<file path="config.mk">
export PLATFORM = sky130hd
export DESIGN_NAME = srm_cell
export DESIGN_NICKNAME = d
export VERILOG_FILES = /design/src/hw/rtl/srm_pkg.sv /design/src/hw/rtl/srm_cell.sv
export SDC_FILE = /design/constraint.sdc
export NUM_CORES = 1
export LEC_CHECK = 0
export BUFFER_PORTS_ARGS = -buffer_cell sky130_fd_sc_hd__buf_2
export CELL_PAD_IN_SITES_DETAIL_PLACEMENT = 1
export CELL_PAD_IN_SITES_GLOBAL_PLACEMENT = 1
export CORE_ASPECT_RATIO = 1.75
export CORE_UTILIZATION = 34
export CTS_CLUSTER_SIZE = 14
export DETAILED_ROUTE_END_ITERATION = 7
export PLACE_DENSITY = 0.88
export SKIP_CTS_REPAIR_TIMING = 1
export SYNTH_ARGS = -nofsm -noshare
export SYNTH_HDL_FRONTEND = slang
export SYNTH_SLANG_ARGS = --single-unit
export TNS_END_PERCENT = 10
</file>
<file path="constraint.sdc">
create_clock -name clk -period 5.9 [get_ports clk]
set_input_delay 0 -clock clk [delete_from_list [all_inputs] [get_ports clk]]
set_output_delay 0 -clock clk [all_outputs]
set_load 0.02 [all_outputs]
</file>
<file path="src/hw/rtl/srm_pkg.sv">
`timescale 1ns / 1ps

package srm_pkg;

    // Width of the ports' payload fields.
    localparam int FIELD_W = 64;

    // Width at which the arithmetic is done; the low DATA_WIDTH bits of each input are used.
    localparam int DATA_WIDTH = 64;

    // Most negative value at DATA_WIDTH bits.
    localparam logic [DATA_WIDTH-1:0] MIN_VAL = {1'b1, {(DATA_WIDTH-1){1'b0}}};

    // Register index of the mode register, taken from paddr[2].
    localparam logic REG_MODE = 1'b0;

    // Mode codes.
    localparam logic MODE_TRUNC = 1'b0;
    localparam logic MODE_FLOOR = 1'b1;

    typedef enum logic [1:0] {
        ST_OK       = 2'd0,
        ST_NULL     = 2'd1,
        ST_OVERFLOW = 2'd2
    } status_t;

    // Word handed from one stage of the divider chain to the next.
    typedef struct packed {
        logic [DATA_WIDTH-1:0] rem;   // partial remainder
        logic [DATA_WIDTH-1:0] num;   // dividend magnitude bits not yet shifted in
        logic [DATA_WIDTH-1:0] den;   // divisor magnitude
        logic                  neg_a; // dividend is negative
        logic                  neg_b; // divisor is negative
        logic                  mode;  // mode captured when the word was accepted
        status_t               status;
    } word_t;

endpackage

</file>
<file path="src/hw/rtl/srm_cell.sv">
`timescale 1ns / 1ps

module srm_cell (
    input  logic           clk,
    input  logic           rst_n,
    input  logic           up_valid,
    input  srm_pkg::word_t up_word,
    output logic           up_ready,
    output logic           dn_valid,
    output srm_pkg::word_t dn_word,
    input  logic           dn_ready
);

    logic                            valid_reg;
    srm_pkg::word_t                  word_reg;
    srm_pkg::word_t                  word_next;
    logic [srm_pkg::DATA_WIDTH:0]    trial;
    logic [srm_pkg::DATA_WIDTH:0]    den_ext;
    logic [srm_pkg::DATA_WIDTH:0]    diff;

    assign up_ready = !valid_reg || dn_ready;

    // One restoring step: shift in the next dividend bit, subtract the divisor if it fits.
    assign trial   = {up_word.rem, up_word.num[srm_pkg::DATA_WIDTH-1]};
    assign den_ext = {1'b0, up_word.den};
    assign diff    = trial - den_ext;

    always_comb
    begin
        word_next     = up_word;
        word_next.num = {up_word.num[srm_pkg::DATA_WIDTH-2:0], 1'b0};
        if (trial >= den_ext)
        begin
            word_next.rem = diff[srm_pkg::DATA_WIDTH-1:0];
        end
        else
        begin
            word_next.rem = trial[srm_pkg::DATA_WIDTH-1:0];
        end
    end

    always_ff @(posedge clk or negedge rst_n)
    begin
        if (!rst_n)
        begin
            valid_reg <= 1'b0;
        end
        else if (up_ready)
        begin
            valid_reg <= up_valid;
        end
    end

    always_ff @(posedge clk)
    begin
        if (up_ready && up_valid)
        begin
            word_reg <= word_next;
        end
    end

    assign dn_valid = valid_reg;
    assign dn_word  = word_reg;

`ifndef ASSERT_OFF
    // For a word with OK status, the partial remainder stays below the divisor at every step.
    a_rem_below_den: assert property (@(posedge clk) disable iff (!rst_n)
        valid_reg && word_reg.status == srm_pkg::ST_OK |-> word_reg.rem < word_reg.den)
        else $error("partial remainder not below divisor");
`endif

endmodule

</file>
==> flow_summary.yaml <==
run_status:
  status: "complete, but fails checks"
  violations: "negative hold slack"
setup_path:
  cp-startpoint: "up_word[20]"
  crit_slowest_cell: "o41ai_1"
  worstPathRequired_ns: 6.12
  worst-setup-path-type: "in -> reg"
  cpPeakStageDelay_ns: 0.87
  critPathTopFamily: "compound AO/OA/AOI/OAI gates"
  crit_fanout: 6
  cp.depth: 14
  rr_endpoint: "dn_word[138]$_DFFE_PP_"
  ff2ff_path_depth: 3
  endpoint: "dn_word[193]$_DFFE_PP_"
  path_cells: "dlygate4sd3_1 > buf_2 > inv_1 > ha_1 > nand2_1 > nor2_1 > nand4_1 > a21oi_1 > nor3_1 > o211ai_1 > o221ai_1 > o41ai_1 > xor2_1 > mux2_2"
  r2r_start: "dn_valid$_DFFE_PN0N_"
  path_buf_inv: 3
  r2r_slack_ns: 3.70
  cp-end-kind: "register"
  timing.critical_path.arrival_ns: 4.26
  worstSetupStartpointType: "primary input"
timing:
  setup_viol: 0
  setup_tns_ns: 0
  max_slew_margin_pct: 42.11
  maxSlewViolCount: 0
  worst_hold_slack_ns: -0.007197
  fin_skew_ns: 0.01390
  rsz0062_at_grt: "no"
  fin_crit_ns: 4.040
  finalCritPeriodShare_pct: 68.47
  fmax_ghz: 0.2475
  worst_slew_pin_slew_ns: 0.8571
  hold_viol_final: 1
  setup_slack_ns: 1.860
grt:
  antenna_found_initial: 3
  grt_overflow: 0
  grt_pass1_vias: 9620
  grt_max_degree: 106
  groute.usage.overall_pct: 22.54
  grt_pass1_wl_mm: 53.50
synthesis:
  synth_edf_count: 196
  syn_area_per_cell_um2: 11.29
  yosys_warnings: 0
  synth_nets: 1211
  synth_fa_ha_area_share_pct: 7.696
  netlist_area_mm2: 0.01067
  async_reset_ff_share_pct: 0.5076
  synth_flop_cell: "edfxtp_1"
  synth_compound_area_share_pct: 15.56
  synth.mux.area_fraction_pct: 2.217
  syn_inst: 945
  synthXorXnorAreaFrac_pct: 5.092
  ys_types: 67
  synth_top_family_by_area: "compound AO/OA/AOI/OAI gates"
  synth_simple_gate_area_share_pct: 9.514
  synth_seq_cells: 197
  yosysSeqAreaShare_pct: 55.42
detailed_routing:
  routed_via_density: 5.195
  drtAntennaViolNets: 0
  drc: 0
  vias: 10060
  wl_mm: 43.19
  drtIter0Drc: 403
  firstDrtPassIters: 4
  wl_per_cell_um: 22.31
hold_path:
  hold_path_class: "in -> reg"
clock_tree:
  clk_pin_slew_ns: 0.09
  cts_tree: "built"
  worst_skew_pair.late_latency_ns: 0.45
  cts_buffers: 17
  clock_sinks: 197
  cts-htree-levels: 4
  clockBufferDepth: 2
  cts_root_buffer: "clkbuf_16"
floorplan:
  coreArea_mm2: 0.03084
  fp.dieH_um: 236.3
  die_area_mm2: 0.03211
  io_pins: 400
  start_util_pct: 34.58
  die_w_um: 135.9
  rows: 85
power:
  ir_drop_uv: 210.3
  p_per_area_mw_per_mm2: 256.6
  p_leak_nw: 6.800
placed_design:
  io_buffer_count: 398
  post-dp-hpwl_mm: 29.58
  gp_congestion: 0.8852
  place_ws_ns: 1.929
run:
  maxCapViolCount: 0
layout:
  drive_gt1_share_pct: 29.46
  area_growth_pct: 46.32
  final_util_pct: 50.60
  final_net_count: 1794
## cells in the mapped netlist, types with 4 or more instances
master,instances,area (um2)
a211oi_1,5,37.54
a21o_1,28,210.2
a21oi_1,121,605.6
and2_1,5,31.28
and3_1,4,25.02
buf_2,12,60.06
buf_4,8,60.06
clkbuf_1,16,60.06
edfxtp_1,196,5886
ha_1,64,800.8
inv_1,79,296.5
mux2_1,12,135.1
mux2_2,9,101.4
nand2_1,67,251.5
nand2b_1,6,37.54
nand3_1,10,50.05
nand4_1,24,150.1
nor2_1,73,274.0
nor2b_1,4,25.02
nor3_1,10,50.05
o21a_1,11,82.58
o21ai_0,36,180.2
o21ai_1,4,20.02
o21bai_1,14,105.1
o31ai_1,5,37.54
or3_1,4,25.02
xnor2_1,37,324.1
xor2_1,25,219.0
## worst min-delay path by stage
stage / from / end / slack [ns] / cells after the start
finish: up_word[156] / dn_word[157]$_DFFE_PP_ / -0.007 / 3
detailed placement: rst_n / dn_valid$_DFFE_PN0N_ / -0.20 / 1
floorplan: rst_n / dn_valid$_DFFE_PN0N_ / -0.30 / 0
CTS: rst_n / dn_valid$_DFFE_PN0N_ / -0.70 / 1
global placement: rst_n / dn_valid$_DFFE_PN0N_ / -0.21 / 1
global route: up_word[156] / dn_word[157]$_DFFE_PP_ / 0.009 / 3
## layer usage
layer / GRT usage (%) / share of wire [%] / vias up
met2: 44.50 / 57 / 408
met1: 20.58 / 33 / 4888
met4: 12.73 / 6.1 / 0
met5: 0 / 0 / -
li1: - / - / 4627
met3: 4.384 / 4.5 / 135
## per-stage QoR
| stage | total power, mW | instances | cell area, um2 | hold WS, ns |
|---|---|---|---|---|
| 3_5_place_dp | 2.694 | 1702 | 13020 | -0.2034 |
| 4_1_cts | 3.875 | 1734 | 13610 | -0.7049 |
| 6_report | 4.004 | 1936 | 15610 | -0.007197 |
| 5_1_grt | 4.147 | 1935 | 15600 | 0.008871 |
| 2_1_floorplan | 2.359 | 945 | 10670 | -0.2956 |
| 3_3_place_gp | 2.672 | 1702 | 13020 | -0.2063 |
## placed cells by master (no fill, tap or decap), drive strengths merged, types with 3 or more instances in the layout
cell type    netlist  routed
buf               20     402
dlygate4sd3        0     198
edfxtp           196     196
a21oi            122     122
inv               79      85
nor2              73      73
nand2             67      67
ha                64      64
o21ai             41      41
xnor2             37      37
a21o              28      28
xor2              25      25
nand4             24      24
mux2              21      21
clkbuf            16      18
o21bai            14      14
o21a              11      11
nand3             10      10
nor3              10      10
clkinv             0       8
o31ai              7       7
nand2b             6       6
and2               6       6
a211oi             5       5
diode              0       4
nor2b              4       4
and3               4       4
or3                4       4
a221oi             4       4
a31oi              4       4
nor4               3       3
o211ai             3       3
o41ai              3       3
## area by class of cell
type | count | area, um2
Antenna cell | 4 | 10.01
Clock buffer | 18 | 429.2
Clock inverter | 14 | 160.2
Fill cell | 3436 | 15240
Inverter | 79 | 296.5
Multi-Input combinational cell | 633 | 4280
Sequential cell | 197 | 5911
Tap cell | 391 | 489.2
Timing Repair Buffer | 600 | 4029
## flip-flops by register name (all words and copies together), names as in the netlist
signal,flops
dn_word,196
dn_valid,1
## worst min-delay path, delay by kind of cell
kind | cells | cell delay (ns)
and+or+nand+nor | 1 | 0.10
AOI/OAI and AO/OA | 1 | 0.07
buffers and inverters | 1 | 0.11
## cells by family after synthesis
family / count (synthesis)
AOI/OAI and AO/OA: 264
xor gates and xnor gates: 62
adders and majority gates: 65
buffers and inverters: 115
DFF: 197
muxes: 21
other: 1
and+or+nand+nor: 220
## power breakdown
| group | internal (mW) | total [mW] | switching [mW] |
|---|---|---|---|
| sequential | 1.68 | 1.72 | 0.0361 |
| combinational | 0.435 | 1.10 | 0.661 |
| clock | 0.570 | 1.19 | 0.621 |
Power figures use the tool's default switching activity.
