File: src/hw/rtl/srm_pkg.sv
`timescale 1ns / 1ps

package srm_pkg;

    // Width of the ports' payload fields.
    localparam int FIELD_W = 64;

    // Width at which the arithmetic is done; the low DATA_WIDTH bits of each input are used.
    localparam int DATA_WIDTH = 64;

    // Most negative value at DATA_WIDTH bits.
    localparam logic [DATA_WIDTH-1:0] MIN_VAL = {1'b1, {(DATA_WIDTH-1){1'b0}}};

    // Register index of the mode register, taken from paddr[2].
    localparam logic REG_MODE = 1'b0;

    // Mode codes.
    localparam logic MODE_TRUNC = 1'b0;
    localparam logic MODE_FLOOR = 1'b1;

    typedef enum logic [1:0] {
        ST_OK       = 2'd0,
        ST_NULL     = 2'd1,
        ST_OVERFLOW = 2'd2
    } status_t;

    // Word handed from one stage of the divider chain to the next.
    typedef struct packed {
        logic [DATA_WIDTH-1:0] rem;   // partial remainder
        logic [DATA_WIDTH-1:0] num;   // dividend magnitude bits not yet shifted in
        logic [DATA_WIDTH-1:0] den;   // divisor magnitude
        logic                  neg_a; // dividend is negative
        logic                  neg_b; // divisor is negative
        logic                  mode;  // mode captured when the word was accepted
        status_t               status;
    } word_t;

endpackage

File: src/hw/rtl/srm_out_if.sv
`timescale 1ns / 1ps

interface srm_out_if;
    logic                                valid;
    logic                                ready;
    logic signed [srm_pkg::FIELD_W-1:0] remainder;
    logic [1:0]                          status;

    modport source (output valid, output remainder, output status, input ready);
    modport sink (input valid, input remainder, input status, output ready);
endinterface

File: src/hw/rtl/srm_fix.sv
`timescale 1ns / 1ps

module srm_fix (
    input  logic           clk,
    input  logic           rst_n,
    input  logic           up_valid,
    input  srm_pkg::word_t up_word,
    output logic           up_ready,
    srm_out_if.source      dout
);

    logic                              a_valid_reg;
    logic [srm_pkg::DATA_WIDTH-1:0]    a_mag_reg;
    logic [srm_pkg::DATA_WIDTH-1:0]    a_mag_next;
    logic                              a_neg_reg;
    logic                              a_neg_next;
    srm_pkg::status_t                  a_status_reg;
    logic                              a_ready;
    logic                              floor_adj;

    logic                              b_valid_reg;
    logic [srm_pkg::FIELD_W-1:0]       b_rem_reg;
    logic [srm_pkg::FIELD_W-1:0]       b_rem_next;
    srm_pkg::status_t                  b_status_reg;
    logic [srm_pkg::DATA_WIDTH-1:0]    value;

    assign a_ready  = !b_valid_reg || dout.ready;
    assign up_ready = !a_valid_reg || a_ready;

    // Floored mode moves a nonzero remainder over to the divisor's side when the operand signs differ.
    assign floor_adj = up_word.mode == srm_pkg::MODE_FLOOR && up_word.rem != '0
                       && up_word.neg_a != up_word.neg_b;

    always_comb
    begin
        if (up_word.status != srm_pkg::ST_OK)
        begin
            a_mag_next = '0;
            a_neg_next = 1'b0;
        end
        else if (floor_adj)
        begin
            a_mag_next = up_word.den - up_word.rem;
            a_neg_next = up_word.neg_b;
        end
        else
        begin
            a_mag_next = up_word.rem;
            a_neg_next = up_word.neg_a;
        end
    end

    always_ff @(posedge clk or negedge rst_n)
    begin
        if (!rst_n)
        begin
            a_valid_reg <= 1'b0;
        end
        else if (up_ready)
        begin
            a_valid_reg <= up_valid;
        end
    end

    always_ff @(posedge clk)
    begin
        if (up_ready && up_valid)
        begin
            a_mag_reg    <= a_mag_next;
            a_neg_reg    <= a_neg_next;
            a_status_reg <= up_word.status;
        end
    end

    // Apply the sign and widen to the port width; this is the output register.
    assign value      = a_neg_reg ? (~a_mag_reg + 1'b1) : a_mag_reg;
    assign b_rem_next = srm_pkg::FIELD_W'(signed'(value));

    always_ff @(posedge clk or negedge rst_n)
    begin
        if (!rst_n)
        begin
            b_valid_reg <= 1'b0;
        end
        else if (a_ready)
        begin
            b_valid_reg <= a_valid_reg;
        end
    end

    always_ff @(posedge clk)
    begin
        if (a_ready && a_valid_reg)
        begin
            b_rem_reg    <= b_rem_next;
            b_status_reg <= a_status_reg;
        end
    end

    assign dout.valid     = b_valid_reg;
    assign dout.remainder = b_rem_reg;
    assign dout.status    = b_status_reg;

`ifndef ASSERT_OFF
    // A word flagged null or overflow carries a zero remainder.
    a_bad_is_zero: assert property (@(posedge clk) disable iff (!rst_n)
        b_valid_reg && b_status_reg != srm_pkg::ST_OK |-> b_rem_reg == '0)
        else $error("nonzero remainder with error status");

    // The remainder that is adjusted stays below the divisor's magnitude.
    a_floor_below_den: assert property (@(posedge clk) disable iff (!rst_n)
        up_valid && up_word.status == srm_pkg::ST_OK && floor_adj
        |-> up_word.den > up_word.rem)
        else $error("floored adjustment out of range");
`endif

endmodule

File: src/flat_wrapper.sv
// flat-port wrapper written by rule: the top's interface ports become plain ports
module srm_fix_flat 
  (clk, rst_n, up_valid, up_word, up_ready, dout_valid, dout_remainder, dout_status, dout_ready);
  srm_out_if dout_i ();
  input  logic clk;
  input  logic rst_n;
  input  logic up_valid;
  input  srm_pkg::word_t up_word;
  output logic up_ready;
  output wire logic [$bits(dout_i.valid)-1:0] dout_valid;
  output wire logic [$bits(dout_i.remainder)-1:0] dout_remainder;
  output wire logic [$bits(dout_i.status)-1:0] dout_status;
  input wire logic [$bits(dout_i.ready)-1:0] dout_ready;
  assign dout_valid = dout_i.valid;
  assign dout_remainder = dout_i.remainder;
  assign dout_status = dout_i.status;
  assign dout_i.ready = dout_ready;
  srm_fix u_core (.clk(clk), .rst_n(rst_n), .up_valid(up_valid), .up_word(up_word), .up_ready(up_ready), .dout(dout_i));
endmodule
File: config.mk
export PLATFORM = sky130hd
export DESIGN_NAME = srm_fix_flat
export DESIGN_NICKNAME = d
export VERILOG_FILES = /design/src/hw/rtl/srm_pkg.sv /design/src/hw/rtl/srm_out_if.sv /design/src/hw/rtl/srm_fix.sv /design/src/flat_wrapper.sv
export SDC_FILE = /design/constraint.sdc
export NUM_CORES = 1
export LEC_CHECK = 0
export ABC_CLOCK_PERIOD_IN_PS = 4710
export BUFFER_PORTS_ARGS = -buffer_cell sky130_fd_sc_hd__buf_2
export CORE_MARGIN = 10
export CORE_UTILIZATION = 55
export DETAILED_ROUTE_END_ITERATION = 8
export PLACE_DENSITY = 0.92
export SETUP_SLACK_MARGIN = 0.15
export SYNTH_ARGS = -nofsm -noshare
export SYNTH_HDL_FRONTEND = slang
export SYNTH_SLANG_ARGS = --single-unit
File: constraint.sdc
create_clock -name clk -period 4.71 [get_ports clk]
set_clock_uncertainty 0.1 [all_clocks]
set_input_delay 0.7065 -clock clk [delete_from_list [all_inputs] [get_ports clk]]
set_output_delay 0.7065 -clock clk [all_outputs]
set_load 0.05 [all_outputs]
==> flow_summary.ini <==
[outcome]
run_status = finished clean

[pwr]
irDropWorstVdd_v = 0.000241
cellLeakagePower_nw = 5.21
power-per-cell-area_nw_per_um2 = 327
total_power_mw = 4.04

[critical_path]
reg2reg_from = u_core.a_mag_reg[14]
crit_fanout = 7
timing.critical_path.from = u_core.a_mag_reg[14]
critPathBufInv = 0
critPathLaunchType = register
worst_setup_path_category = reg -> reg
timing.critical_path.slowest_stage_cell = sky130_fd_sc_hd__or4_4
worst-endpoint-required_ns = 4.77
timing.reg2reg.setup_slack_ns = 0.22
worstSetupEndpointType = register
critical_path.cell_chain = or4_4 > or4b_4 > or4_4 > or4_4 > or3_4 > nand2b_4 > or3_4 > or3_4 > o41ai_4 > xnor2_1
path_delay_family = simple AND/OR/NAND/NOR gates
longest_individual_stage_delay_on_the_worst_path_ns = 0.56
critPathArrivalTime_ns = 4.54

[place]
placed_cells = 1584
dp_hpwl_um = 25800
port-buffer-count = 204
finalWeightedCongestion = 1.00
worst_setup_timing_slack_at_the_placement_stage_ns = 0.267

[final_layout]
instances_no_fill = 1625
n_fill_cell = 1467
layout-area-overhead-vs-synth_pct = 18.2
nNetsFinal = 1639
drive_gt1_frac = 0.201

[cts]
ctsRootBufferMaster = sky130_fd_sc_hd__clkbuf_16
cts-buffers-inserted = 17
clk-insertion-delay-late_ns = 0.41
ctsLongestPathBuffers = 2
cts_htree_levels = 4
cts_tree = built
cts.sinks = 135
cts.clk_slew.worst_paths_ns = 0.06

[sta]
final_max_slew_viol_count = 0
timing.final.crit_share = 0.952
timing.fmax_mhz = 223
setup_ws_ns = 0.225
fin_setup_tns_ns = 0
setup_viol_count_final = 0
final_hold_viols = 0
hold_ws_ns = 0.315
slew_headroom = 0.299
worst_margin_pin_slew_ns = 1.05
final_period_minus_worst_setup_slack_ns = 4.49
unrepaired_setup_endpoints_after_global_routing = no

[floorplan]
placeableCoreArea_um2 = 18700
pin_count = 269
die_h_um = 158
placementRows = 50
floorplan.die_area_um2 = 24900
floorplan.initialDensity = 0.559
die-width_um = 158

[global_routing]
global_route_wire_length_before_repair_um = 49700
gr-usage-all-layers = 0.252
grt_overflow_total = 0
antenna_found_initial = 6
grt_max_degree = 65
vias_in_the_first_global_route = 9531

[drt]
drcViolationCount = 0
wl_per_cell_um = 20.0
viasPerCell = 6.13
drt-total-wl_um = 32500
via_count = 9958
drt_first_pass_iters = 5
detailedRoute.firstIterationViolations = 1052
antenna_left = 0

[synthesis]
synth_edf_count = 133
post_synthesis_sequential_element_count = 135
syn_area_um2 = 10500
synthFlopType = sky130_fd_sc_hd__edfxtp_1
async_flop_share = 0.0148
synth_seq_area_share = 0.387
synthesis.yosys.warnings = 0
synth_cell_types = 61
syn_area_per_cell_um2 = 8.84
postSynthCellCount = 1183
mappedNetlistNets = 1449

[min_path]
min-delay-start = u_core.a_status_reg[0]
hold_path.class = reg -> reg

[run]
maximum_capacitance_violations = 0
synthesized netlist by cell type (5+ instances only):
| library cell | number | area [um^2] |
|---|---|---|
| sky130_fd_sc_hd__nor2b_1 | 6 | 37.5 |
| sky130_fd_sc_hd__nor4_1 | 22 | 138 |
| sky130_fd_sc_hd__nand3_1 | 20 | 100 |
| sky130_fd_sc_hd__o21bai_1 | 20 | 150 |
| sky130_fd_sc_hd__edfxtp_1 | 133 | 3990 |
| sky130_fd_sc_hd__o41ai_1 | 8 | 70.1 |
| sky130_fd_sc_hd__clkbuf_1 | 49 | 184 |
| sky130_fd_sc_hd__or3_1 | 17 | 106 |
| sky130_fd_sc_hd__o21ai_0 | 72 | 360 |
| sky130_fd_sc_hd__a211oi_1 | 5 | 37.5 |
| sky130_fd_sc_hd__a31oi_1 | 11 | 68.8 |
| sky130_fd_sc_hd__nor2_1 | 46 | 173 |
| sky130_fd_sc_hd__o211ai_1 | 7 | 52.6 |
| sky130_fd_sc_hd__nand2_1 | 168 | 631 |
| sky130_fd_sc_hd__inv_1 | 82 | 308 |
| sky130_fd_sc_hd__nand3b_1 | 7 | 52.6 |
| sky130_fd_sc_hd__ha_1 | 64 | 801 |
| sky130_fd_sc_hd__and2_1 | 7 | 43.8 |
| sky130_fd_sc_hd__nand4_1 | 27 | 169 |
| sky130_fd_sc_hd__o21a_1 | 11 | 82.6 |
| sky130_fd_sc_hd__nand2b_1 | 14 | 87.6 |
| sky130_fd_sc_hd__a21o_1 | 38 | 285 |
| sky130_fd_sc_hd__or2_2 | 9 | 56.3 |
| sky130_fd_sc_hd__o31ai_1 | 21 | 158 |
| sky130_fd_sc_hd__nor3_1 | 17 | 85.1 |
| sky130_fd_sc_hd__xor2_1 | 23 | 201 |
| sky130_fd_sc_hd__a21oi_1 | 125 | 626 |
| sky130_fd_sc_hd__xnor2_1 | 90 | 788 |
| sky130_fd_sc_hd__or4_1 | 7 | 52.6 |
stage by stage:
step,cell area [um^2],util
2_1_floorplan,10500,-
3_3_place_gp,11700,0.627
3_5_place_dp,11700,0.627
4_1_cts,12300,0.659
5_1_grt,12400,0.661
6_report,12400,0.661
layer usage:
layer  global-route usage  part of all wire
met2                0.396              0.46
met4                0.121             0.044
met1                0.330              0.40
met5                    0           0.00040
met3               0.0445             0.095
power breakdown:
| group | internal [mW] | total [mW] | switching [mW] |
|---|---|---|---|
| Clock | 0.825 | 1.30 | 0.478 |
| Combinational | 0.411 | 1.22 | 0.805 |
| Sequential | 1.46 | 1.52 | 0.0612 |
| Total | 2.70 | 4.04 | 1.34 |
kinds of logic (layout without fill, tap and decap cells):
logic type                 after synthesis  after routing  synth area share
and+or+nand+nor                        385            385             0.182
AOI/OAI and AO/OA                      345            345             0.205
DFF                                    135            135             0.387
buffers and inverters                  135            338            0.0485
xor gates and xnor gates               113            113            0.0946
adders and majority gates               65             65            0.0785
muxes                                    5              5           0.00490
other                                    0              5                 0
layout make-up:
cell class | instances | area [um^2] | area share
clock buffer | 18 | 429 | 0.0347
sequential | 135 | 4040 | 0.327
antenna | 5 | 12.5 | 0.00101
multi-input combinational | 913 | 5920 | 0.479
timing repair buffer | 224 | 1200 | 0.0970
clock inverter | 14 | 158 | 0.0128
inverter | 82 | 308 | 0.0249
tap | 234 | 293 | 0.0237
layout by cell type (no fill, tap or decap), types with 4 or more instances in the layout:
| cell | instances |
|---|---|
| sky130_fd_sc_hd__or4_4 | 4 |
| sky130_fd_sc_hd__a31oi_1 | 11 |
| sky130_fd_sc_hd__o211ai_1 | 7 |
| sky130_fd_sc_hd__inv_1 | 82 |
| sky130_fd_sc_hd__nor4_1 | 22 |
| sky130_fd_sc_hd__ha_1 | 64 |
| sky130_fd_sc_hd__edfxtp_1 | 133 |
| sky130_fd_sc_hd__a21o_1 | 38 |
| sky130_fd_sc_hd__a211oi_1 | 5 |
| sky130_fd_sc_hd__nor3_1 | 17 |
| sky130_fd_sc_hd__and2_1 | 5 |
| sky130_fd_sc_hd__mux2i_1 | 4 |
| sky130_fd_sc_hd__o22ai_1 | 4 |
| sky130_fd_sc_hd__o21bai_1 | 20 |
| sky130_fd_sc_hd__buf_2 | 204 |
| sky130_fd_sc_hd__buf_4 | 17 |
| sky130_fd_sc_hd__nand4_1 | 27 |
| sky130_fd_sc_hd__or4_1 | 6 |
| sky130_fd_sc_hd__nand2b_1 | 14 |
| sky130_fd_sc_hd__nand3b_1 | 7 |
| sky130_fd_sc_hd__nor2_1 | 45 |
| sky130_fd_sc_hd__o21ai_0 | 72 |
| sky130_fd_sc_hd__o21a_1 | 11 |
| sky130_fd_sc_hd__diode_2 | 5 |
| sky130_fd_sc_hd__clkbuf_16 | 17 |
| sky130_fd_sc_hd__nand2_1 | 168 |
| sky130_fd_sc_hd__nand3_1 | 20 |
| sky130_fd_sc_hd__or3_1 | 17 |
| sky130_fd_sc_hd__a21oi_1 | 125 |
| sky130_fd_sc_hd__o41ai_1 | 8 |
| sky130_fd_sc_hd__xnor2_1 | 90 |
| sky130_fd_sc_hd__clkinv_2 | 4 |
| sky130_fd_sc_hd__o31ai_1 | 21 |
| sky130_fd_sc_hd__nor2b_1 | 6 |
| sky130_fd_sc_hd__xor2_1 | 23 |
| sky130_fd_sc_hd__or2_2 | 9 |
final timing paths:
kind                                             endpoint  cells after the start
min in group asynchronous              u_core.a_valid_reg                      2
worst min register to register      u_core.dout.status[0]                      0
worst max-delay path            u_core.dout.remainder[61]                     10
max in group asynchronous               u_core.dout.valid                      2
worst max register to register  u_core.dout.remainder[61]                     10
worst min-delay path                u_core.dout.status[0]                      0
timing repair:
action	in CTS	in global routing
hold endpoints to repair	2	0
endpoints found under the setup margin	0	2
resized for setup	0	1
buffers inserted	0	3
hold buffers	1	0
Note: power is estimated with default switching activity, not from simulation.
