File: src/hw/rtl/srm_pkg.sv
`timescale 1ns / 1ps

package srm_pkg;

    // Width of the ports' payload fields.
    localparam int FIELD_W = 64;

    // Width at which the arithmetic is done; the low DATA_WIDTH bits of each input are used.
    localparam int DATA_WIDTH = 64;

    // Most negative value at DATA_WIDTH bits.
    localparam logic [DATA_WIDTH-1:0] MIN_VAL = {1'b1, {(DATA_WIDTH-1){1'b0}}};

    // Register index of the mode register, taken from paddr[2].
    localparam logic REG_MODE = 1'b0;

    // Mode codes.
    localparam logic MODE_TRUNC = 1'b0;
    localparam logic MODE_FLOOR = 1'b1;

    typedef enum logic [1:0] {
        ST_OK       = 2'd0,
        ST_NULL     = 2'd1,
        ST_OVERFLOW = 2'd2
    } status_t;

    // Word handed from one stage of the divider chain to the next.
    typedef struct packed {
        logic [DATA_WIDTH-1:0] rem;   // partial remainder
        logic [DATA_WIDTH-1:0] num;   // dividend magnitude bits not yet shifted in
        logic [DATA_WIDTH-1:0] den;   // divisor magnitude
        logic                  neg_a; // dividend is negative
        logic                  neg_b; // divisor is negative
        logic                  mode;  // mode captured when the word was accepted
        status_t               status;
    } word_t;

endpackage

File: src/hw/rtl/srm_in_if.sv
`timescale 1ns / 1ps

interface srm_in_if;
    logic                                valid;
    logic                                ready;
    logic signed [srm_pkg::FIELD_W-1:0] dividend;
    logic signed [srm_pkg::FIELD_W-1:0] divisor;

    modport source (output valid, output dividend, output divisor, input ready);
    modport sink (input valid, input dividend, input divisor, output ready);
endinterface

File: src/hw/rtl/srm_prep.sv
`timescale 1ns / 1ps

module srm_prep (
    input  logic                clk,
    input  logic                rst_n,
    input  logic                mode,
    srm_in_if.sink              din,
    output logic                dn_valid,
    output srm_pkg::word_t      dn_word,
    input  logic                dn_ready
);

    logic                              valid_reg;
    srm_pkg::word_t                    word_reg;
    srm_pkg::word_t                    word_next;
    logic [srm_pkg::DATA_WIDTH-1:0]    a;
    logic [srm_pkg::DATA_WIDTH-1:0]    b;
    logic                              load;

    // The stage takes a word when it is empty or its word moves on.
    assign din.ready = !valid_reg || dn_ready;
    assign load      = din.valid && din.ready;

    assign a = din.dividend[srm_pkg::DATA_WIDTH-1:0];
    assign b = din.divisor[srm_pkg::DATA_WIDTH-1:0];

    // Split both operands into sign and magnitude and flag the special cases.
    always_comb
    begin
        word_next.rem   = '0;
        word_next.neg_a = a[srm_pkg::DATA_WIDTH-1];
        word_next.neg_b = b[srm_pkg::DATA_WIDTH-1];
        word_next.num   = word_next.neg_a ? (~a + 1'b1) : a;
        word_next.den   = word_next.neg_b ? (~b + 1'b1) : b;
        word_next.mode  = mode;
        if (b == '0)
        begin
            word_next.status = srm_pkg::ST_NULL;
        end
        else if (b == '1 && a == srm_pkg::MIN_VAL)
        begin
            word_next.status = srm_pkg::ST_OVERFLOW;
        end
        else
        begin
            word_next.status = srm_pkg::ST_OK;
        end
    end

    always_ff @(posedge clk or negedge rst_n)
    begin
        if (!rst_n)
        begin
            valid_reg <= 1'b0;
        end
        else if (din.ready)
        begin
            valid_reg <= din.valid;
        end
    end

    always_ff @(posedge clk)
    begin
        if (load)
        begin
            word_reg <= word_next;
        end
    end

    assign dn_valid = valid_reg;
    assign dn_word  = word_reg;

`ifndef ASSERT_OFF
    // A zero divisor is flagged as null in the word that enters the chain.
    a_zero_div_null: assert property (@(posedge clk) disable iff (!rst_n)
        load && b == '0 |=> valid_reg && word_reg.status == srm_pkg::ST_NULL)
        else $error("zero divisor not flagged as null");
`endif

endmodule

File: src/flat_wrapper.sv
// flat-port wrapper written by rule: the top's interface ports become plain ports
module srm_prep_flat 
  (clk, rst_n, mode, dn_valid, dn_word, dn_ready, din_valid, din_dividend, din_divisor, din_ready);
  srm_in_if din_i ();
  input  logic clk;
  input  logic rst_n;
  input  logic mode;
  output logic dn_valid;
  output srm_pkg::word_t dn_word;
  input  logic dn_ready;
  input wire logic [$bits(din_i.valid)-1:0] din_valid;
  input wire logic [$bits(din_i.dividend)-1:0] din_dividend;
  input wire logic [$bits(din_i.divisor)-1:0] din_divisor;
  output wire logic [$bits(din_i.ready)-1:0] din_ready;
  assign din_i.valid = din_valid;
  assign din_i.dividend = din_dividend;
  assign din_i.divisor = din_divisor;
  assign din_ready = din_i.ready;
  srm_prep u_core (.clk(clk), .rst_n(rst_n), .mode(mode), .din(din_i), .dn_valid(dn_valid), .dn_word(dn_word), .dn_ready(dn_ready));
endmodule
File: config.mk
export PLATFORM = sky130hd
export DESIGN_NAME = srm_prep_flat
export DESIGN_NICKNAME = d
export VERILOG_FILES = /design/src/hw/rtl/srm_pkg.sv /design/src/hw/rtl/srm_in_if.sv /design/src/hw/rtl/srm_prep.sv /design/src/flat_wrapper.sv
export SDC_FILE = /design/constraint.sdc
export NUM_CORES = 1
export LEC_CHECK = 0
export BUFFER_PORTS_ARGS = -buffer_cell sky130_fd_sc_hd__buf_4
export CAP_MARGIN = 20
export CELL_PAD_IN_SITES_DETAIL_PLACEMENT = 1
export CELL_PAD_IN_SITES_GLOBAL_PLACEMENT = 2
export CORE_MARGIN = 2
export CORE_UTILIZATION = 25
export CTS_CLUSTER_DIAMETER = 30
export DETAILED_ROUTE_END_ITERATION = 8
export PLACE_DENSITY = 0.83
export SYNTH_ARGS = -nofsm -noshare
export SYNTH_HDL_FRONTEND = slang
export SYNTH_SLANG_ARGS = --single-unit
File: constraint.sdc
create_clock -name clk -period 4.67 [get_ports clk]
set_input_delay 0 -clock clk [delete_from_list [all_inputs] [get_ports clk]]
set_output_delay 0 -clock clk [all_outputs]
set_load 0.05 [all_outputs]
==> results of run 1 <==
## path summary, 6_finish.rpt
path                                 start             endpoint  slack (ps)  cells after the start
min                        din_divisor[59]   u_core.dn_word[64]           5                      2
max                        din_dividend[0]  u_core.dn_word[127]        1170                     10
min in group asynchronous            rst_n      u_core.dn_valid         420                      3
min reg2reg                u_core.dn_valid      u_core.dn_valid        1100                      3
max reg2reg                u_core.dn_valid   u_core.dn_word[70]        2580                      3
max in group asynchronous            rst_n      u_core.dn_valid        4150                      3
## through the flow
stage,setup slack (ps),power (mW)
2_1_floorplan,1420,2.12
3_3_place_gp,2090,2.41
3_5_place_dp,2060,2.42
4_1_cts,1430,3.94
5_1_grt,974,4.05
6_report,1170,3.92
## final cells by class
class	count	area, um2	share of cell area, %
repair buffers	422	3570	29.8
clock buffers	17	425	3.56
multi-input cells	493	3260	27.3
clock inverters	15	168	1.40
diodes	2	5.00	0.0419
well taps	390	488	4.08
inverters	5	18.8	0.157
flip-flops and latches	134	4020	33.6
## layout by cell type (no fill, tap or decap), drive strengths merged
| master | n |
|---|---|
| nand3 | 19 |
| or3b | 2 |
| inv | 11 |
| o21ai | 43 |
| nand2 | 35 |
| nor4 | 17 |
| nor4bb | 1 |
| nor2 | 23 |
| conb | 64 |
| or2 | 9 |
| nor4b | 1 |
| clkbuf | 17 |
| or4 | 24 |
| edfxtp | 133 |
| o31ai | 40 |
| nand4 | 28 |
| o41ai | 21 |
| or4b | 1 |
| or3 | 18 |
| and2 | 1 |
| nand3b | 1 |
| diode | 2 |
| xnor2 | 122 |
| bufinv | 2 |
| nor3 | 16 |
| clkinv | 6 |
| dlygate4sd3 | 154 |
| and3 | 1 |
| ha | 3 |
| clkinvlp | 1 |
| dfrtp | 1 |
| buf | 268 |
| nand2b | 3 |
## synthesized netlist by cell type (2+ instances only)
cell / number
edfxtp_1: 133
xnor2_1: 122
buf_4: 64
o21ai_0: 43
o31ai_1: 40
nand2_1: 35
nand4_1: 25
nor2_1: 23
or4_1: 23
nand3_1: 19
o41ai_1: 19
clkbuf_1: 18
or3_1: 17
nor3_1: 14
nor4_1: 13
or2_2: 9
inv_1: 5
ha_1: 3
nand2b_1: 3
nor4_4: 3
nand4_2: 2
nor3_2: 2
o41ai_2: 2
or3b_2: 2
## logic make-up after synthesis
kind of cell,Yosys count,synth area share (%)
adders and majority gates,3,0.493
and+or+nand+nor,200,15.8
AOI/OAI and AO/OA,104,9.38
DFF,134,52.8
other,1,0.0492
xor gates and xnor gates,122,14.0
buffers and inverters,88,7.51
## sequential cells by signal, summed over array words and instances, names as in the netlist
signal           cells
u_core.dn_word     133
u_core.dn_valid      1
## power groups by stage
stage	registers, mW	clock network (mW)	logic, mW
global placement	1.49	0	0.915
global route	1.48	1.46	1.11
floorplan	1.78	0	0.339
finish	1.47	1.39	1.06
CTS	1.47	1.42	1.05
detailed placement	1.49	0	0.924
## per-layer routing
| metal | wire [um] | GRT usage (%) |
|---|---|---|
| met5 | 0 | 0 |
| met4 | 951 | 7.69 |
| met3 | 1980 | 3.58 |
| met2 | 14400 | 30.3 |
| met1 | 11400 | 20.8 |
==> key figures, run 1 <==
Setup path
  – Crit path DAT: approximately 3700 ps
  – Critical Path Slowest Stage Cell: o41ai_1
  – Worst Path Buf+Inv: 4
  – Startpoint types: primary input
  – CP delay by family, top: simple AND/OR/NAND/NOR gates
  – Setup CP Type: primary input to register
  – WP data required: 4850 ps
  – Largest stage delay on the critical path: 590 ps
  – Crit-path max FO: 14
  – CP Cell Sequence: dlygate4sd3_1 > buf_4 > inv_1 > ha_1 > or3b_2 > nor3_1 > nand2_1 > o41ai_1 > xnor2_1 > dlygate4sd3_1
  – CP Capture Type: register
  – Most frequent cell on the critical path: dlygate4sd3_1

Synth
  – Yosys cell types: 37
  – Yosys warnings: 0
  – Area leader, netlist: edfxtp_1
  – Top FF cell, synth: edfxtp_1
  – Share of flip-flops with an asynchronous set or reset: less than 1%
  – Synth area leaders: edfxtp_1 52%, xnor2_1 14%, buf_4 6.3%, o31ai_1 3.9%, o21ai_0 2.8%
  – Syn avg cell area: 11.7 um2
  – Syn Std Cell Area: around 7600 um2
  – Register area share after synthesis: 52.8%
  – Mapped Cells: 652
  – #FFs+latches synth: 134
  – EDFF count, synth: 133
  – Synth top area share: ~52%

Power
  – Pint: between 2 and 3 mW
  – Switching Fraction: 33.3%
  – VDD IR max: 227 uV
  – Clock power share: a little over a third
  – Combinational share of power: 27.0%
  – PwrDens: 328 nW/um2
  – Lkg Pwr: about 4.4 nW
  – Net switching power: 1.30 mW
  – Flop pwr share: between 30 and 40%

Timing
  – Final period utilization: 75.0%
  – Final Hold Fails: 0
  – Final TNS setup: 0 ps
  – Minimum clock period: 3500 ps
  – Rel. slew slack: 36.3%
  – Final setup viols: 0
  – Max Slew Vio Count: 0
  – Fin Hold WS: 5.14 ps
  – RSZ-0062 raised after global routing: no
  – Fmax: roughly 290 MHz
  – Slew @ Worst Pin: ~960 ps
  – Clock Skew: about 11 ps

Place
  – Hpwl dp: 19800 um
  – IO buf count: 267
  – Routability congestion estimate from global placement: 0.814
  – Cells after DPL: 1290
  – Placed cell areas: 9810 um2

CTS
  – CTS Buf Count: 17
  – Root buffer cell: clkbuf_16
  – Clk buf depth: 2
  – Clock sinks: 134
  – Reg clk slew, reported paths: 70 ps
  – Post-CTS resize count: 0
  – Setup bufs post-CTS: 0
  – Clock Latency Late Sink: 430 ps
  – H-tree levels: 4
  – CTS tree: yes
  – Post-CTS Hold Buffers: 154

Job
  – Max-Cap Viols: 0

Floorplan
  – Die height: about 180 um
  – Die Width: 179 um
  – Num rows: 63
  – Initial Util: 25.6%
  – Top-Level Pins: 332
  – Total core area: 29800 um2
  – DIE AREA: 31900 um2

GRT
  – GRT Overall Usage: 17.5%
  – Pin count of the biggest net entering global routing: slightly below 70
  – First-pass GRT wire length: 42000 um
  – Initial antenna violation count: 2
  – Number of global-route vias before repair: 7276
  – Remaining global-route overflow: 0

Drt
  – DRT Wirelength: 28700 um
  – Drt wl/cell: 19.4 um
  – Post-DRT Antenna Nets: 0
  – Via density: 4.76
  – DRC violation total after the first TritonRoute iteration: 410
  – Via count: 7038
  – First drt pass iteration count: 5
  – Drc violations: 0

Layout
  – Final instance area: approximately 12000 um2
  – Fin nets: 1209
  – Layout cells sized above 1: 30.0%
  – Fill count: around 3300
  – Final core occ: 40.1%
  – P&R area growth vs syn: 57.0%
  – Fin cells: 1478

Min path
  – Hold Path Class: primary input to register

Status
  – Outcome: complete, no violations
No activity file was read; power rests on OpenSTA's default activity.
==> run 2: changes to the inputs <==
==> constraint.sdc (replaced) <==
create_clock -name clk -period 3.4 [get_ports clk]
set_input_delay 0 -clock clk [delete_from_list [all_inputs] [get_ports clk]]
set_output_delay 0 -clock clk [all_outputs]
set_load 0.05 [all_outputs]
==> run 2 against run 1 <==
First-iteration DRC count decreased by 1.7%. Power increased by 36%. Via count decreased by 0.71%. Sequential share of layout area decreased by 0.16 points.
==> key figures, run 2 (same netlist as run 1, synthesis figures left out) <==
Timing
  – Final setup viols: 0 (unchanged)
  – Clock Skew: 12.9 ps (was 10.8 ps)
  – Post-route worst setup slack: 182 ps (was 1170 ps)
  – Slew @ Worst Pin: 934 ps (was 955 ps)
  – Minimum clock period: between 3000 and 4000 ps
  – RSZ-0062 raised after global routing: no (unchanged)
  – Rel. slew slack: 37.7% (was 36.3%)
  – Fin Hold WS: 139 ps (was 5.14 ps)
  – Final period utilization: a little over nine tenths
  – Max Slew Vio Count: 0 (unchanged)
  – Final TNS setup: 0 ps (unchanged)
  – Fmax: 311 MHz
  – Final Hold Fails: 0 (unchanged)

GRT
  – Met3 Track Usage GR: 3.69% (was 3.58%)
  – Met1 usage: 21.1% (was 20.8%)
  – Pin count of the biggest net entering global routing: 68 (unchanged)
  – Global route hottest layer: met2 (unchanged)
  – Number of global-route vias before repair: 7335 (was 7276)
  – GRT Overall Usage: 17.8% (was 17.5%)
  – Remaining global-route overflow: 0 (unchanged)
  – First-pass GRT wire length: 42700 um (was 42000 um)
  – Initial antenna violation count: 1 (was 2)
  – M2 GR Usage: 30.7% (was 30.3%)

Layout
  – Area of the multi-input gates: 3270 um2 (was 3260 um2)
  – Seq. cell area: 4020 um2 (unchanged)
  – P&R area growth vs syn: 57.7% (was 57.0%)
  – Commonest non-fill, non-tap cell in the layout: buf_4 (unchanged)
  – Layout cells sized above 1: 29.9% (was 30.0%)
  – Fin nets: 1215 (was 1209)
  – Fin cells: 1483 (was 1478)
  – Commonest cells after routing, fill and taps aside: 268 x buf_4, 158 x dlygate4sd3_1, 133 x edfxtp_1, 122 x xnor2_1, 64 x conb_1 (was 267 x buf_4, 154 x dlygate4sd3_1, 133 x edfxtp_1, 122 x xnor2_1, 64 x conb_1)
  – Final instance area: 12000 um2 (about the same)
  – Fill count: 3289 (was 3278)
  – Number of flip-flops under the largest register name: 133 (unchanged)
  – Final core occ: 40.3% (was 40.1%)

Place
  – Routability congestion estimate from global placement: 0.808 (was 0.814)
  – IO buf count: 267 (unchanged)
  – Post-Place Worst Slack: 755 ps (was 2060 ps)
  – Cells after DPL: 1292 (was 1290)
  – Hpwl dp: 19900 um (was 19800 um)
  – Placed cell areas: 9840 um2 (was 9810 um2)

Setup path
  – Crit-path max FO: 9 (was 14)
  – Largest stage delay on the critical path: 650 ps (was 590 ps)
  – Critical Path Slowest Stage Cell: or4_1 (was o41ai_1)
  – Setup CP Type: primary input to register (unchanged)
  – Worst Path Buf+Inv: 3 (was 4)
  – WP data required: 3580 ps (was 4850 ps)
  – CP delay by family, top: simple AND/OR/NAND/NOR gates (unchanged)
  – Crit path DAT: 3400 ps (was 3680 ps)
  – CP Cell Sequence: dlygate4sd3_1 > buf_4 > or4_1 > nor4_2 > nand4_2 > o31ai_1 > xnor2_1 > dlygate4sd3_1 (was dlygate4sd3_1 > buf_4 > inv_1 > ha_1 > or3b_2 > nor3_1 > nand2_1 > o41ai_1 > xnor2_1 > dlygate4sd3_1)
  – Most frequent cell on the critical path: dlygate4sd3_1 (unchanged)
  – Startpoint types: primary input (unchanged)
  – CP Capture Type: register (unchanged)

Floorplan
  – Num rows: 63 (unchanged)
  – Die height: 179 um (unchanged)
  – Total core area: 29800 um2 (unchanged)
  – Die Width: 179 um (unchanged)
  – Top-Level Pins: 332 (unchanged)
  – DIE AREA: 31900 um2 (unchanged)
  – Initial Util: 25.6% (unchanged)

Power
  – Overall Power: 5.34 mW (was 3.92 mW)
  – Lkg Pwr: 4.45 nW (was 4.42 nW)
  – VDD IR max: 344 uV (was 227 uV)
  – PwrDens: 445 nW/um2 (was 328 nW/um2)

Drt
  – Drc violations: 0 (unchanged)
  – DRC violation total after the first TritonRoute iteration: 403 (was 410)
  – Drt wl/cell: 19.6 um (was 19.4 um)
  – Post-DRT Antenna Nets: 0 (unchanged)
  – Via density: 4.71 (was 4.76)
  – First drt pass iteration count: 5 (unchanged)
  – Via count: 6988 (was 7038)
  – DRT Wirelength: 29100 um (was 28700 um)

CTS
  – Clock Latency Late Sink: 430 ps (about the same)
  – CTS Buf Count: 17 (unchanged)
  – Clock sinks: 134 (unchanged)
  – Root buffer cell: clkbuf_16 (unchanged)
  – CTS tree: yes (unchanged)
  – H-tree levels: 4 (unchanged)
  – Setup bufs post-CTS: 0 (unchanged)
  – Reg clk slew, reported paths: 60 ps (was 70 ps)
  – Clk buf depth: 2 (unchanged)

Status
  – Outcome: complete, no violations (unchanged)

Min path
  – Hold Path Class: primary input to register (unchanged)

Job
  – Max-Cap Viols: 0 (unchanged)
-- run 2: path summary, 6_finish.rpt --
check	start	to	slack [ps]	cells after the start
max	din_dividend[15]	u_core.dn_word[114]	180	8
min	din_divisor[63]	u_core.dn_word[3]	140	1
max reg2reg	u_core.dn_valid	u_core.dn_word[22]	1380	3
min reg2reg	u_core.dn_valid	u_core.dn_word[73]	1200	2
max in group asynchronous	rst_n	u_core.dn_valid	2790	3
min in group asynchronous	rst_n	u_core.dn_valid	490	3
-- run 2: area by class of cell --
cell class	count	share of cell area, %
Timing Repair Buffer	428	30.3
Multi-Input combinational cell	493	27.2
Tap cell	390	4.06
Antenna cell	1	0.0208
Clock buffer	23	3.98
Clock inverter	9	0.844
Inverter	5	0.156
Sequential cell	134	33.5
-- run 2: repair_timing --
action                     in CTS  in global routing
hold endpoints to repair      132                  0
gates resized for setup         0                  2
hold buffers                  158                  0
setup endpoints to repair       0                  3
-- run 2: metal layers --
metal	share of wire, %	vias up	wire length [um]
met4	4.0	0	1170
met5	0	-	0
met1	41	3416	12000
met3	5.5	64	1600
li1	-	3216	-
met2	49	292	14400
-- run 2: power by group --
group          internal, mW  total (mW)  switching (mW)
combinational         0.517        1.46           0.947
sequential             1.98        2.02          0.0411
clock                  1.13        1.85           0.722
total                  3.63        5.34            1.71
-- run 2: worst register-to-register path, stage by stage, from the launching register on --
cell and delay (ps):
dfrtp_1 400, nand2b_1 140, and2_4 710, buf_12 400
